<file path="src/hw/rtl/assert_macros.svh">
// Assertion macros used by the top-level RTL file.
`ifndef ASSERT_MACROS_SVH
`define ASSERT_MACROS_SVH
`ifndef SYNTH
// Property must hold at every rising clock edge outside reset.
`define ASSERT_ALWAYS(lbl, clk, rstn, prop) \
    lbl: assert property (@(posedge clk) disable iff (!rstn) (prop)) \
        else $error("assertion failed");
// Antecedent implies consequent in the same cycle.
`define ASSERT_IMPLY(lbl, clk, rstn, ante, cons) \
    lbl: assert property (@(posedge clk) disable iff (!rstn) (ante) |-> (cons)) \
        else $error("assertion failed");
`else
`define ASSERT_ALWAYS(lbl, clk, rstn, prop)
`define ASSERT_IMPLY(lbl, clk, rstn, ante, cons)
`endif
`endif

</file>
<file path="src/hw/rtl/rmq_pkg.sv">
// Types, widths and helpers for the rotation matrix to quaternion block.
package rmq_pkg;

    localparam int FRAC_BITS  = 14;
    localparam int IN_W       = 16;
    localparam int OUT_W      = 16;
    localparam int NUM_IN     = 9;
    localparam int NUM_Q      = 4;
    localparam int SUM_W      = IN_W + 3;
    localparam int MAG_W      = IN_W + 1;
    localparam int RAD_W      = ((MAG_W + FRAC_BITS + 1) / 2) * 2;
    localparam int SQ_STEPS   = RAD_W / 2;
    localparam int ROOT_W     = SQ_STEPS;
    localparam int DEN_W      = ROOT_W + 1;
    localparam int NUM_W      = MAG_W + FRAC_BITS + 1;
    localparam int QUO_W      = NUM_W - (FRAC_BITS / 2 + 1);
    localparam int WIDE_W     = DEN_W + QUO_W;
    localparam int FIFO_DEPTH = 4;
    localparam int FIFO_AW    = $clog2(FIFO_DEPTH);
    localparam int S_DATA_W   = NUM_IN * IN_W;
    localparam int M_DATA_W   = NUM_Q * OUT_W;

    localparam logic signed [SUM_W-1:0] ONE = SUM_W'(1 << FRAC_BITS);
    localparam logic [QUO_W-1:0] POS_MAX = QUO_W'((1 << (OUT_W - 1)) - 1);
    localparam logic [QUO_W-1:0] NEG_MAX = QUO_W'(1 << (OUT_W - 1));

    // Classified item handed from front to back
    typedef struct packed {
        logic                        bad;
        logic [NUM_Q-1:0]            neg;
        logic [NUM_Q-1:0][MAG_W-1:0] mag;
        logic [MAG_W-1:0]            trace;
    } item_t;

    typedef struct packed {
        logic full;
        logic empty;
    } fifo_stat_t;

    function automatic logic [MAG_W-1:0] mag_of(input logic signed [SUM_W-1:0] v);
        logic signed [SUM_W-1:0] n;
        begin
            n = -v;
            mag_of = v[SUM_W-1] ? MAG_W'(n) : MAG_W'(v);
        end
    endfunction

endpackage

</file>
<file path="src/hw/rtl/rmq_fifo.sv">
// Short queue decoupling the front end from the arithmetic back end.
module rmq_fifo (
    input  logic                aclk,
    input  logic                aresetn,
    input  logic                push,
    input  rmq_pkg::item_t      push_item,
    input  logic                pop,
    output rmq_pkg::item_t      pop_item,
    output rmq_pkg::fifo_stat_t stat
);

    rmq_pkg::item_t              mem_reg [rmq_pkg::FIFO_DEPTH];
    logic [rmq_pkg::FIFO_AW-1:0] wr_ptr_reg;
    logic [rmq_pkg::FIFO_AW-1:0] rd_ptr_reg;
    logic [rmq_pkg::FIFO_AW:0]   count_reg;
    logic [rmq_pkg::FIFO_AW:0]   count_next;
    logic                        do_push;
    logic                        do_pop;

    assign stat.full  = (count_reg == (rmq_pkg::FIFO_AW + 1)'(rmq_pkg::FIFO_DEPTH));
    assign stat.empty = (count_reg == '0);
    assign do_push    = push && !stat.full;
    assign do_pop     = pop && !stat.empty;
    assign pop_item   = mem_reg[rd_ptr_reg];

    always_comb begin
        count_next = count_reg;
        if (do_push && !do_pop) begin
            count_next = count_reg + 1'b1;
        end else if (do_pop && !do_push) begin
            count_next = count_reg - 1'b1;
        end
    end

    always_ff @(posedge aclk) begin
        if (!aresetn) begin
            wr_ptr_reg <= '0;
            rd_ptr_reg <= '0;
            count_reg  <= '0;
        end else begin
            count_reg <= count_next;
            if (do_push) begin
                wr_ptr_reg <= wr_ptr_reg + 1'b1;
            end
            if (do_pop) begin
                rd_ptr_reg <= rd_ptr_reg + 1'b1;
            end
        end
    end

    always_ff @(posedge aclk) begin
        if (do_push) begin
            mem_reg[wr_ptr_reg] <= push_item;
        end
    end

endmodule

</file>
<file path="config.mk">
export PLATFORM = sky130hd
export DESIGN_NAME = rmq_fifo
export DESIGN_NICKNAME = d
export VERILOG_FILES = /design/src/hw/rtl/assert_macros.svh /design/src/hw/rtl/rmq_pkg.sv /design/src/hw/rtl/rmq_fifo.sv
export SDC_FILE = /design/constraint.sdc
export NUM_CORES = 1
export LEC_CHECK = 0
export BUFFER_PORTS_ARGS = -buffer_cell sky130_fd_sc_hd__buf_2
export CAP_MARGIN = 20
export CORE_ASPECT_RATIO = 0.9
export CORE_MARGIN = 5
export CORE_UTILIZATION = 30
export CTS_CLUSTER_SIZE = 10
export DETAILED_ROUTE_END_ITERATION = 10
export PLACE_DENSITY_LB_ADDON = 0.2
export SYNTH_ARGS = -nofsm -noshare
export SYNTH_HDL_FRONTEND = slang
export SYNTH_SLANG_ARGS = --single-unit
</file>
<file path="constraint.sdc">
create_clock -name aclk -period 3.9 [get_ports aclk]
set_input_delay 0.39 -clock aclk [delete_from_list [all_inputs] [get_ports aclk]]
set_output_delay 0.39 -clock aclk [all_outputs]
set_load 0.01 [all_outputs]
</file>
# After elaboration in Yosys (flattened, before gate mapping)
# Memories as Yosys holds them, arrays and structs flattened. A register that Yosys moved wholly into a read port is not among the register bits.
# Cells that the tools add are included.
[word_totals]
ff_bits = 7
ramBits = 360
in_bits = 94
out_inout_bits = 92
mem_count = 1
[memory_table]
columns = ["name", "depth", "word_bits", "read_ports", "rd_clocked_by_memory_dff", "write_ports", "line_no", "source"]
rows = [
  ["mem_reg", 4, 90, 1, 1, 1, "rmq_fifo.sv:12", "rmq_pkg::item_t mem_reg [rmq_pkg::FIFO_DEPTH];"],
]
[op_classes]
addsub = 4
eq_ne = 1
mux = 6
n_reduce_logical = 10
[ops]
columns = ["operator", "n"]
rows = [
  ["3-bit 2-to-1 mux", 2],
  ["2-bit by 1-bit adder with 2-bit output, second input constant", 2],
  ["1-bit logical AND", 4],
  ["1-bit logical NOT", 4],
  ["2-bit 2-to-1 mux", 2],
  ["3-bit by 1-bit adder with 3-bit output, second input constant", 1],
  ["3-bit equality test, second input constant", 1],
  ["3-bit logical NOT", 1],
  ["3-bit by 1-bit subtractor with 3-bit output, second input constant", 1],
  ["1-bit 2-to-1 mux", 2],
  ["2-bit nonzero test", 1],
]

# Depth between registers and ports, before layout
[logic_depth]
word_depth = 7
depth_mapped = 9

# Worst setup path after synthesis
# No wires, ideal clock.
[synth_path]
kind = "register -> register"
from = "register count_reg[0] (netlist name)"
to = "memory mem_reg[0][0] (netlist name) (enable)"
setup_ns = 0.459
arrival_time_ns = 2.934
setup_slack_ns = 0.507
path_stages_with_launch = 5
n_path_buf = 1
synth_period_minus_slack_ns = 3.393
cell_sequence = "dfxtp_1 -> nor3b_2 -> nor2b_1 -> buf_2 -> and2_1"
[synth_rtl]
columns = ["element", "line_no", "source"]
rows = [
  ["start: declaration", "rmq_fifo.sv:15", "logic [rmq_pkg::FIFO_AW:0] count_reg;"],
  ["start signal: assignment", "rmq_fifo.sv:41", "count_reg <= count_next;"],
  ["end: declaration", "rmq_fifo.sv:12", ""],
]

==> run summary <==
Status -> finished clean
DR pass1 iterations -> 4
Crit-path max cell delay -> 730 ps
Largest net degree at the start of global routing -> 60
Via count -> 6,140
Synth area leaders -> edfxtp_1, mux4_2, buf_12
Reg2reg path depth -> 8
Final ANT Viol Nets -> 0
DRC -> 0
Clock slew at reported path FFs -> 60 ps
Fin crit period -> 2760 ps
# fillers -> 4,088
CP max stage cell -> dfxtp_4
Multi-input logic area -> 2320 um2
Area growth syn-to-layout -> 20.9%
Relative slew slack -> 56.8%
Crit path buf inv count -> 2
Synthesis-stage register bit count -> 369
IO Count -> 186
VDD IR-drop max -> 0.000250 V
Hold Fails Final Rpt -> 0
Fin area -> 16,400 um2
Drt initial violations -> 391
Final TNS setup -> 0 ps
Yosys cell types -> 24
Deepest clock path buffer count -> 3
Syn. warnings -> 0
Syn_nets -> 618
Flip-flop count of the largest register after layout -> 360
Initial Util -> 30.5%
Post-cts gate resize count -> 0
Cell depth of the worst setup path -> 3
Worst-path fanout max -> 53
Critical Path, Cell by Cell -> buf_12 > mux4_2 > buf_2
Leakage power -> 5.37 nW
Max-slew violations -> 0
Die width -> 234 um
Register area -> 11,000 um2
Synthesized cell area -> 13,600 um2
Arrival time at the worst endpoint -> 2370 ps
Startpoint types -> register
Top-area cell type share of the netlist area -> 79.7%
Total CTS buffers -> 44
CP Class -> register to output pin
Worst Tran Pin Value -> 649 ps
CTS tree -> yes
Worst EP required -> 3510 ps
CP top delay family -> flip-flops
WL/cell -> 21.3 um
Largest area contributor in the netlist -> edfxtp_1
Final Cycle Share -> 70.8%
GP Congestion -> 0.684
Worst skew pair latency -> 540 ps
Ys flop type -> edfxtp_1
Avg Vias per Cell -> 4.51
Gr usage total -> 11.6%
DP Area -> 15,100 um2
Unrepaired setup endpoints after global routing -> no
Vias in the first global route -> 6,664
Postcts setup bufs -> 0
Max Cap Viol -> 0
Most common library cell in the layout ignoring fill and taps -> edfxtp_1
Sequential-to-total area share from yosys stat -> 81.0%
Fmax -> 0.362 GHz
CTS H-tree lvls -> 2
Critical path capture point type -> output pin
GR Overflow Total -> 0
Layout Nets -> 834
Die area -> 49,600 um2
Die Y-Extent -> 212 um
CTS Sinks -> 369
Hold_buf cts -> 0
CTS Root Cell -> clkbuf_16
Post-synth EDFFs -> 360
Std-Cell Rows -> 73
Clk_skew -> 7.17 ps
FFs w/ async S/R, synth -> 0%
CORE AREA -> 44,500 um2
Mapped Cells -> 518
Detailed Route WL -> 29,000 um
Most frequent cells in the layout -> edfxtp_1, buf_2, mux4_2
Hold crit path type -> primary input to register
Initial antenna violation count -> 8
Count of final setup violators -> 0
Avg Cell Area, Syn -> 26.2 um2
Hold path depth -> 1
PwrDens -> 671 nW/um2
I/O Buffers -> 185
Dpl hpwl -> 17,600 um
First-pass GRT wire length -> 42,900 um
Share of cells above drive strength 1 -> 44.8%
routing by layer:
layer,track usage (%),up-vias,wire (um)
met5,0,-,34
met4,3.30,6,592
met3,4.65,51,2480
met2,18.5,175,14100
met1,14.8,3254,11900
li1,-,2654,-
cells by family after synthesis:
kind of cell | count (synthesis) | synth area share (%)
and+or+nand+nor | 17 | 0.747
adders and majority gates | 6 | 0.609
xor gates and xnor gates | 4 | 0.258
muxes | 93 | 15.2
DFF | 369 | 81.0
buffers and inverters | 25 | 1.92
AOI/OAI and AO/OA | 4 | 0.249
cells in the mapped netlist, types with 2 or more instances:
master	instances
mux4_2	90
ha_1	5
edfxtp_1	360
nand2_1	4
buf_2	10
buf_12	9
and2_1	8
dfxtp_1	9
mux2i_1	3
xnor2_1	3
inv_1	3
nor2b_1	2
metrics by stage:
stage          hold WS, ps  power (mW)  std cells  util (%)  setup slack (ps)
3_3_place_gp           481        7.56       1288      34.0              1450
2_1_floorplan          468        6.74        518         -               507
4_1_cts               13.8        11.2       1357      36.8              1060
6_report              62.1        11.0       1362      36.8              1140
5_1_grt               24.0        11.6       1359      36.8              1030
3_5_place_dp           512        7.61       1288      34.0              1370
worst paths after layout:
check | startpoint | endpoint | slack (ps)
min | push_item[78] | mem_reg[2][78] | 60
max reg2reg | count_reg[0] | count_reg[2] | 1390
min reg2reg | wr_ptr_reg[0] | wr_ptr_reg[0] | 520
max | register | pop_item[82] | 1140
cell type report:
type / count / area share (%)
Clock buffer: 64 / 7.37
Sequential cell: 369 / 67.1
Timing Repair Buffer: 192 / 6.50
Inverter: 3 / 0.0687
Clock inverter: 5 / 0.137
Tap cell: 600 / 4.58
Antenna cell: 5 / 0.0763
Multi-Input combinational cell: 124 / 14.2
power by group:
| part | internal [mW] | switching [mW] |
|---|---|---|
| Combinational | 1.16 | 1.29 |
| Sequential | 4.82 | 0.154 |
| Clock | 2.11 | 1.45 |
| Total | 8.09 | 2.90 |
Note: power is estimated with default switching activity, not from simulation.
