**config.mk**
```make
export PLATFORM = sky130hd
export DESIGN_NAME = rmq_front
export DESIGN_NICKNAME = d
export VERILOG_FILES = /design/src/hw/rtl/assert_macros.svh /design/src/hw/rtl/rmq_pkg.sv /design/src/hw/rtl/rmq_front.sv
export SDC_FILE = /design/constraint.sdc
export NUM_CORES = 1
export LEC_CHECK = 0
export BUFFER_PORTS_ARGS = -buffer_cell sky130_fd_sc_hd__buf_2
export CAP_MARGIN = 20
export CORE_ASPECT_RATIO = 1.4
export CORE_UTILIZATION = 45
export CTS_CLUSTER_DIAMETER = 30
export CTS_CLUSTER_SIZE = 40
export DETAILED_ROUTE_END_ITERATION = 8
export PLACE_DENSITY = 0.7
export SLEW_MARGIN = 20
export SYNTH_ARGS = -nofsm -noshare
export SYNTH_HDL_FRONTEND = slang
export SYNTH_SLANG_ARGS = --single-unit
export TNS_END_PERCENT = 5
```
**constraint.sdc**
```tcl
create_clock -name aclk -period 6.4 [get_ports aclk]
set_clock_uncertainty 0.15 [all_clocks]
set_input_delay 0.32 -clock aclk [delete_from_list [all_inputs] [get_ports aclk]]
set_output_delay 0.32 -clock aclk [all_outputs]
set_load 0.05 [all_outputs]
```
**src/hw/rtl/assert_macros.svh**
```systemverilog
// Assertion macros used by the top-level RTL file.
`ifndef ASSERT_MACROS_SVH
`define ASSERT_MACROS_SVH
`ifndef SYNTH
// Property must hold at every rising clock edge outside reset.
`define ASSERT_ALWAYS(lbl, clk, rstn, prop) \
    lbl: assert property (@(posedge clk) disable iff (!rstn) (prop)) \
        else $error("assertion failed");
// Antecedent implies consequent in the same cycle.
`define ASSERT_IMPLY(lbl, clk, rstn, ante, cons) \
    lbl: assert property (@(posedge clk) disable iff (!rstn) (ante) |-> (cons)) \
        else $error("assertion failed");
`else
`define ASSERT_ALWAYS(lbl, clk, rstn, prop)
`define ASSERT_IMPLY(lbl, clk, rstn, ante, cons)
`endif
`endif

```
**src/hw/rtl/rmq_pkg.sv**
```systemverilog
// Types, widths and helpers for the rotation matrix to quaternion block.
package rmq_pkg;

    localparam int FRAC_BITS  = 14;
    localparam int IN_W       = 16;
    localparam int OUT_W      = 16;
    localparam int NUM_IN     = 9;
    localparam int NUM_Q      = 4;
    localparam int SUM_W      = IN_W + 3;
    localparam int MAG_W      = IN_W + 1;
    localparam int RAD_W      = ((MAG_W + FRAC_BITS + 1) / 2) * 2;
    localparam int SQ_STEPS   = RAD_W / 2;
    localparam int ROOT_W     = SQ_STEPS;
    localparam int DEN_W      = ROOT_W + 1;
    localparam int NUM_W      = MAG_W + FRAC_BITS + 1;
    localparam int QUO_W      = NUM_W - (FRAC_BITS / 2 + 1);
    localparam int WIDE_W     = DEN_W + QUO_W;
    localparam int FIFO_DEPTH = 4;
    localparam int FIFO_AW    = $clog2(FIFO_DEPTH);
    localparam int S_DATA_W   = NUM_IN * IN_W;
    localparam int M_DATA_W   = NUM_Q * OUT_W;

    localparam logic signed [SUM_W-1:0] ONE = SUM_W'(1 << FRAC_BITS);
    localparam logic [QUO_W-1:0] POS_MAX = QUO_W'((1 << (OUT_W - 1)) - 1);
    localparam logic [QUO_W-1:0] NEG_MAX = QUO_W'(1 << (OUT_W - 1));

    // Classified item handed from front to back
    typedef struct packed {
        logic                        bad;
        logic [NUM_Q-1:0]            neg;
        logic [NUM_Q-1:0][MAG_W-1:0] mag;
        logic [MAG_W-1:0]            trace;
    } item_t;

    typedef struct packed {
        logic full;
        logic empty;
    } fifo_stat_t;

    function automatic logic [MAG_W-1:0] mag_of(input logic signed [SUM_W-1:0] v);
        logic signed [SUM_W-1:0] n;
        begin
            n = -v;
            mag_of = v[SUM_W-1] ? MAG_W'(n) : MAG_W'(v);
        end
    endfunction

endpackage

```
**src/hw/rtl/rmq_front.sv**
```systemverilog
// Front end: accepts matrix transfers, picks the trace branch, forms components.
module rmq_front (
    input  logic                        aclk,
    input  logic                        aresetn,
    input  logic                        s_tvalid,
    output logic                        s_tready,
    input  logic [rmq_pkg::S_DATA_W-1:0] s_tdata,
    output logic                        item_valid,
    output rmq_pkg::item_t              item,
    input  logic                        item_ready
);

    logic                          valid_reg;
    rmq_pkg::item_t                item_reg;
    rmq_pkg::item_t                item_next;
    logic signed [rmq_pkg::SUM_W-1:0] v [rmq_pkg::NUM_IN];
    logic signed [rmq_pkg::SUM_W-1:0] t;
    logic signed [rmq_pkg::SUM_W-1:0] q [rmq_pkg::NUM_Q];
    logic signed [rmq_pkg::SUM_W-1:0] cy_sum;

    always_comb begin
        for (int i = 0; i < rmq_pkg::NUM_IN; i++) begin
            v[i] = rmq_pkg::SUM_W'($signed(s_tdata[i*rmq_pkg::IN_W +: rmq_pkg::IN_W]));
        end
    end

    // v: ax ay az bx by bz cx cy cz
    always_comb begin
        cy_sum = v[0] + v[7];
        if (v[5] < 0) begin
            if (v[0] > v[7]) begin
                t = rmq_pkg::ONE + v[0] - v[7] - v[5];
                q[0] = t; q[1] = v[6] + v[1]; q[2] = v[2] + v[3]; q[3] = v[4] - v[8];
            end else begin
                t = rmq_pkg::ONE - v[0] + v[7] - v[5];
                q[0] = v[6] + v[1]; q[1] = t; q[2] = v[4] + v[8]; q[3] = v[2] - v[3];
            end
        end else begin
            if (cy_sum < 0) begin
                t = rmq_pkg::ONE - v[0] - v[7] + v[5];
                q[0] = v[2] + v[3]; q[1] = v[4] + v[8]; q[2] = t; q[3] = v[6] - v[1];
            end else begin
                t = rmq_pkg::ONE + v[0] + v[7] + v[5];
                q[0] = v[4] - v[8]; q[1] = v[2] - v[3]; q[2] = v[6] - v[1]; q[3] = t;
            end
        end
        item_next.bad   = (t <= 0);
        item_next.trace = t[rmq_pkg::MAG_W-1:0];
        for (int i = 0; i < rmq_pkg::NUM_Q; i++) begin
            item_next.neg[i] = q[i][rmq_pkg::SUM_W-1];
            item_next.mag[i] = rmq_pkg::mag_of(q[i]);
        end
    end

    assign s_tready   = !valid_reg || item_ready;
    assign item_valid = valid_reg;
    assign item       = item_reg;

    always_ff @(posedge aclk) begin
        if (!aresetn) begin
            valid_reg <= 1'b0;
        end else if (s_tready) begin
            valid_reg <= s_tvalid;
        end
    end

    always_ff @(posedge aclk) begin
        if (s_tready && s_tvalid) begin
            item_reg <= item_next;
        end
    end

endmodule

```
Yosys cells after proc, flatten, opt, wreduce, memory -nomap -nowiden
Index checks and enable logic that the tools add are counted.
- muxes and demuxes: 10
- reductions and logical operators: 3
- add/subtract/negate cells: 21
- magnitude comparators: 4
- operators by type and width (kind ; count):
    $mux W76 ; 3
    $add A16 B16 Y17 ; 4
    $mux W17 ; 4
    $neg A17 Y17 ; 4
    $mux W19 ; 3
    $sub A16 B16 Y17 ; 3
    $add A18 B16 Y19 ; 2
    $sub A18 B16 Y19 ; 2
    $add A17 B16 Y18 ; 2
    $sub A17 B16 Y18 ; 2
    $le A19 B1 Y1 const B ; 1
    $add A16 B16 Y17 const A ; 1
    $lt A17 B1 Y1 const B ; 1
    $sub A16 B16 Y17 const A ; 1
    $gt A16 B16 Y1 ; 1
    $lt A16 B1 Y1 const B ; 1
    $logic_and A1 B1 Y1 ; 1
    $logic_not A1 Y1 ; 1
    $logic_or A1 B1 Y1 ; 1
- input port bits: 148
- bits in registers: 91
- logic and storage cells: 46

Logic depth before layout (Yosys ltp)
- depth in word-level cells: 7
- mapped depth: 21
- mapped depth without buffers: 20

Worst setup path before layout
Ideal clock, no wire load.
- path kind: in2reg
- start: input port s_tdata[4] (netlist bit)
- end: register item_reg, in the netlist item[62], data pin
- path slack: 1.528 ns
- stages: 19
- data arrival time: 4.456 ns
- cell sequence: or3_1 -> nor2_1 -> nand2_1 -> nor4_1 -> xnor2_1 -> fa_1 -> ha_1 -> and3_1 -> clkbuf_1 -> a221o_1 -> a21oi_1 -> a31oi_1 -> a211oi_1 -> mux2_2 -> o21ai_1 -> o22a_1 -> buf_2 -> or2_2 -> xnor2_1
- RTL lines (item ; line ; RTL):
    from (decl) ; rmq_front.sv:7 ; input logic [rmq_pkg::S_DATA_W-1:0] s_tdata,
    to (signal assigned) ; rmq_front.sv:69 ; item_reg <= item_next;
    to (decl) ; rmq_front.sv:14 ; rmq_pkg::item_t item_reg;

==> impl_metrics.xml <==
<?xml version="1.0" encoding="UTF-8"?>
<metrics>
  <group name="timing">
    <metric name="final.setup.worst_slack" unit="ns">0.798</metric>
    <metric name="relSlewSlack" unit="">0.253</metric>
    <metric name="max_slew.worst_pin.slew" unit="ns">1.12</metric>
    <metric name="finalSetupTns" unit="ns">0</metric>
    <metric name="grt_setup_unrepaired" unit="">false</metric>
    <metric name="final_max_slew_viol_count" unit="">0</metric>
    <metric name="setup-violations-final" unit="">0</metric>
    <metric name="timing.fmax" unit="MHz">179</metric>
    <metric name="period_minus_slack" unit="ns">5.60</metric>
    <metric name="final_min_period_over_clock_period" unit="">0.875</metric>
    <metric name="hold_viol" unit="">0</metric>
  </group>
  <group name="synth">
    <metric name="synth.avg_cell_area" unit="sq um">8.07</metric>
    <metric name="synth_largest_area_cell" unit="">sky130_fd_sc_hd__edfxtp_1</metric>
    <metric name="synthCells" unit="">2288</metric>
    <metric name="synthesis.area" unit="sq um">18500</metric>
    <metric name="ys_dominant_reg_cell" unit="">sky130_fd_sc_hd__edfxtp_1</metric>
    <metric name="synth_async_sr_flop_share" unit="">0</metric>
    <metric name="post-synth-top-count-cell" unit="">sky130_fd_sc_hd__ha_1</metric>
    <metric name="number_of_synthesized_flops_with_an_enable_pin" unit="">90</metric>
    <metric name="synth_top_cells_by_area" unit="">sky130_fd_sc_hd__edfxtp_1, sky130_fd_sc_hd__ha_1, sky130_fd_sc_hd__fa_1, sky130_fd_sc_hd__xnor2_1, sky130_fd_sc_hd__a21oi_1</metric>
    <metric name="yosysTopAreaCellShare" unit="">0.146</metric>
    <metric name="postSynthNetCount" unit="">2719</metric>
    <metric name="post_synth_num_cell_types" unit="">111</metric>
    <metric name="synth_sequential_area_ratio" unit="">0.147</metric>
    <metric name="yosys_register_bits" unit="">91</metric>
    <metric name="netlist_top_cells_count" unit="">sky130_fd_sc_hd__ha_1, sky130_fd_sc_hd__inv_1, sky130_fd_sc_hd__nand2_1</metric>
    <metric name="synthesis.yosys.warnings" unit="">0</metric>
  </group>
  <group name="cells_and_area">
    <metric name="syn2layout_area_growth" unit="%">10.4</metric>
    <metric name="multiInputGateArea" unit="sq um">14500</metric>
    <metric name="number_of_flip_flops_under_the_largest_register_name" unit="">90</metric>
    <metric name="fillCellCount" unit="">3927</metric>
    <metric name="drive_gt1_frac" unit="">0.146</metric>
    <metric name="layout.area.seq" unit="sq um">2720</metric>
    <metric name="layoutNonFillerInstCount" unit="">3000</metric>
    <metric name="design.final.nets" unit="">2891</metric>
  </group>
  <group name="worst_hold_path">
    <metric name="hold_end" unit="">item_valid</metric>
    <metric name="min-delay-start" unit="">aresetn</metric>
    <metric name="hold_depth" unit="">2</metric>
    <metric name="worst_hold_path_type" unit="">input pin to flop</metric>
  </group>
  <group name="placement">
    <metric name="placement.setup.worst_slack" unit="ns">0.516</metric>
    <metric name="detailedPlacementHpwl" unit="mm">59.4</metric>
    <metric name="buffer_ports.inserted" unit="">239</metric>
    <metric name="globalplace.congestion" unit="">1.04</metric>
    <metric name="placed_cells_incl_taps" unit="">2983</metric>
  </group>
  <group name="worst_setup_path">
    <metric name="timing.critical_path.fanout_max" unit="">9</metric>
    <metric name="critPathArrivalTime" unit="ns">5.69</metric>
    <metric name="worst_path_buffer_plus_inverter_count" unit="">1</metric>
    <metric name="r2r-start" unit="">item_valid</metric>
    <metric name="critical_path.cell_chain" unit="">buf_2, or4_1, nor4_1, nand3_1, xor2_1, fa_1, ha_1, nand3_1, a211o_1, a21oi_1, or3b_2, a32oi_1, nor3_1, nand4_1, nor4b_1, a31o_2</metric>
    <metric name="rrSetupSlack" unit="ns">4.19</metric>
    <metric name="timing.setup.critical_path_class" unit="">input pin to flop</metric>
    <metric name="reg2reg_depth" unit="">3</metric>
    <metric name="required_time_worst_endpoint" unit="ns">6.49</metric>
    <metric name="start_kind" unit="">input pin</metric>
    <metric name="worstSetupEndpointType" unit="">flop</metric>
    <metric name="worst_path_largest_cell_delay" unit="ns">0.61</metric>
    <metric name="cp_slowest_cell" unit="">sky130_fd_sc_hd__nor4_1</metric>
    <metric name="crit_top_cell" unit="">sky130_fd_sc_hd__nand3_1</metric>
    <metric name="reg2reg_to" unit="">item[56]</metric>
    <metric name="worst_path_dominant_cell_family" unit="">simple AND/OR/NAND/NOR gates</metric>
  </group>
  <group name="floorplan">
    <metric name="placeableCoreArea" unit="sq um">40400</metric>
    <metric name="floorplan.initialDensity" unit="">0.457</metric>
    <metric name="die-area" unit="sq um">41900</metric>
    <metric name="die_width" unit="microns">173</metric>
    <metric name="ios" unit="">240</metric>
    <metric name="die_height" unit="microns">242</metric>
    <metric name="floorplan.rows" unit="">87</metric>
  </group>
  <group name="clocking">
    <metric name="holdBufCountCts" unit="">0</metric>
    <metric name="tritoncts_buffers" unit="">9</metric>
    <metric name="number_of_clock_sinks" unit="">91</metric>
    <metric name="post_cts_resized" unit="">0</metric>
    <metric name="tritoncts_clock_tree" unit="">built</metric>
    <metric name="cts.path.max_buffers" unit="">2</metric>
    <metric name="cts.reportedPaths.clkPinSlew" unit="ns">0.07</metric>
    <metric name="insertion_delay" unit="ns">0.37</metric>
    <metric name="clockRootBuffer" unit="">sky130_fd_sc_hd__clkbuf_16</metric>
    <metric name="post-cts-setup-buffers" unit="">0</metric>
    <metric name="htree_levels" unit="">3</metric>
  </group>
  <group name="routing">
    <metric name="dr_vias" unit="">18500</metric>
    <metric name="wirelength" unit="mm">71.7</metric>
    <metric name="routed_wire_length_per_instance" unit="microns">23.9</metric>
    <metric name="detail-route-antenna-nets" unit="">0</metric>
    <metric name="initialDrtViolationCount" unit="">1571</metric>
    <metric name="detail_route.drc_violations" unit="">0</metric>
    <metric name="detail_route.first_pass.iterations" unit="">5</metric>
    <metric name="via_density_per_instance" unit="">6.18</metric>
  </group>
  <group name="pwr">
    <metric name="power_density" unit="nW/um^2">274</metric>
    <metric name="worst_ir_drop_vdd" unit="mV">0.175</metric>
    <metric name="total_power" unit="mW">5.58</metric>
    <metric name="leakagePower" unit="nW">8.81</metric>
  </group>
  <group name="grt">
    <metric name="globalRouteTotalUtil" unit="">0.335</metric>
    <metric name="antenna_found_initial" unit="">1</metric>
    <metric name="number_of_global_route_vias_before_repair" unit="">18500</metric>
    <metric name="pin_count_of_the_biggest_net_entering_global_routing" unit="">80</metric>
    <metric name="global_route.overflow_total" unit="">0</metric>
    <metric name="global_route_wire_length_before_repair" unit="mm">107</metric>
  </group>
  <group name="flow_run">
    <metric name="maxCapViolCount" unit="">0</metric>
  </group>
  <group name="status">
    <metric name="outcome" unit="">completed</metric>
  </group>
</metrics>
## through the flow
| stage | instance area [sq um] | util | hold slack [ns] |
|---|---|---|---|
| 2_1_floorplan | 18500 | - | 0.309 |
| 3_3_place_gp | 20100 | 0.497 | 0.359 |
| 3_5_place_dp | 20100 | 0.497 | 0.401 |
| 4_1_cts | 20400 | 0.505 | 0.0520 |
| 5_1_grt | 20400 | 0.505 | 0.0670 |
| 6_report | 20400 | 0.505 | 0.0511 |
## kinds of logic (layout without fill, tap and decap cells)
kind of cell	count (synthesis)	in the layout	share of synthesized area
adders and majority gates	285	285	0.223
DFF	91	91	0.147
muxes	58	58	0.0323
other	0	1	0
xor gates and xnor gates	200	200	0.0949
buffers and inverters	303	480	0.0665
and+or+nand+nor	682	682	0.188
AOI/OAI and AO/OA	669	669	0.248
## worst max path at each step
stage               start        to  slack [ns]  depth (start not counted)
3_5_place_dp   s_tdata[8]  item[89]        0.52                         16
6_report       s_tdata[8]  item[89]        0.80                         16
5_1_grt        s_tdata[0]  item[67]        0.66                         17
2_1_floorplan  s_tdata[4]  item[62]        1.53                         19
3_3_place_gp   s_tdata[8]  item[89]        0.53                         16
4_1_cts        s_tdata[8]  item[89]        0.88                         16
## per-layer routing
metal,share of wire,GRT usage
met1,0.37,0.377
met2,0.48,0.580
met3,0.063,0.0360
met4,0.086,0.258
met5,0.00018,0
## cells in the final DEF (no fill, tap or decap), drive strengths merged, types with 45 or more instances in the layout
cell and count:
xor2 63, edfxtp 90, fa 75, nor3 51
nor2 174, ha 208, a21oi 175, a31oi 46
nand3 47, mux2i 45, o21ai 121, xnor2 137
nand2 183, inv 197, buf 266
## final cells by class
cell class | instances | area share
flip-flops and latches | 91 | 0.134
diodes | 1 | 0.000123
well taps | 534 | 0.0328
multi-input cells | 1894 | 0.712
inverters | 198 | 0.0365
clock buffers | 10 | 0.0112
clock inverters | 6 | 0.00350
repair buffers | 266 | 0.0700
## power by group
part	switching [mW]	internal, mW
combinational	2.73	1.28
sequential	0.0867	0.895
clock	0.276	0.308
total	3.09	2.48
Power figures use the tool's default switching activity.
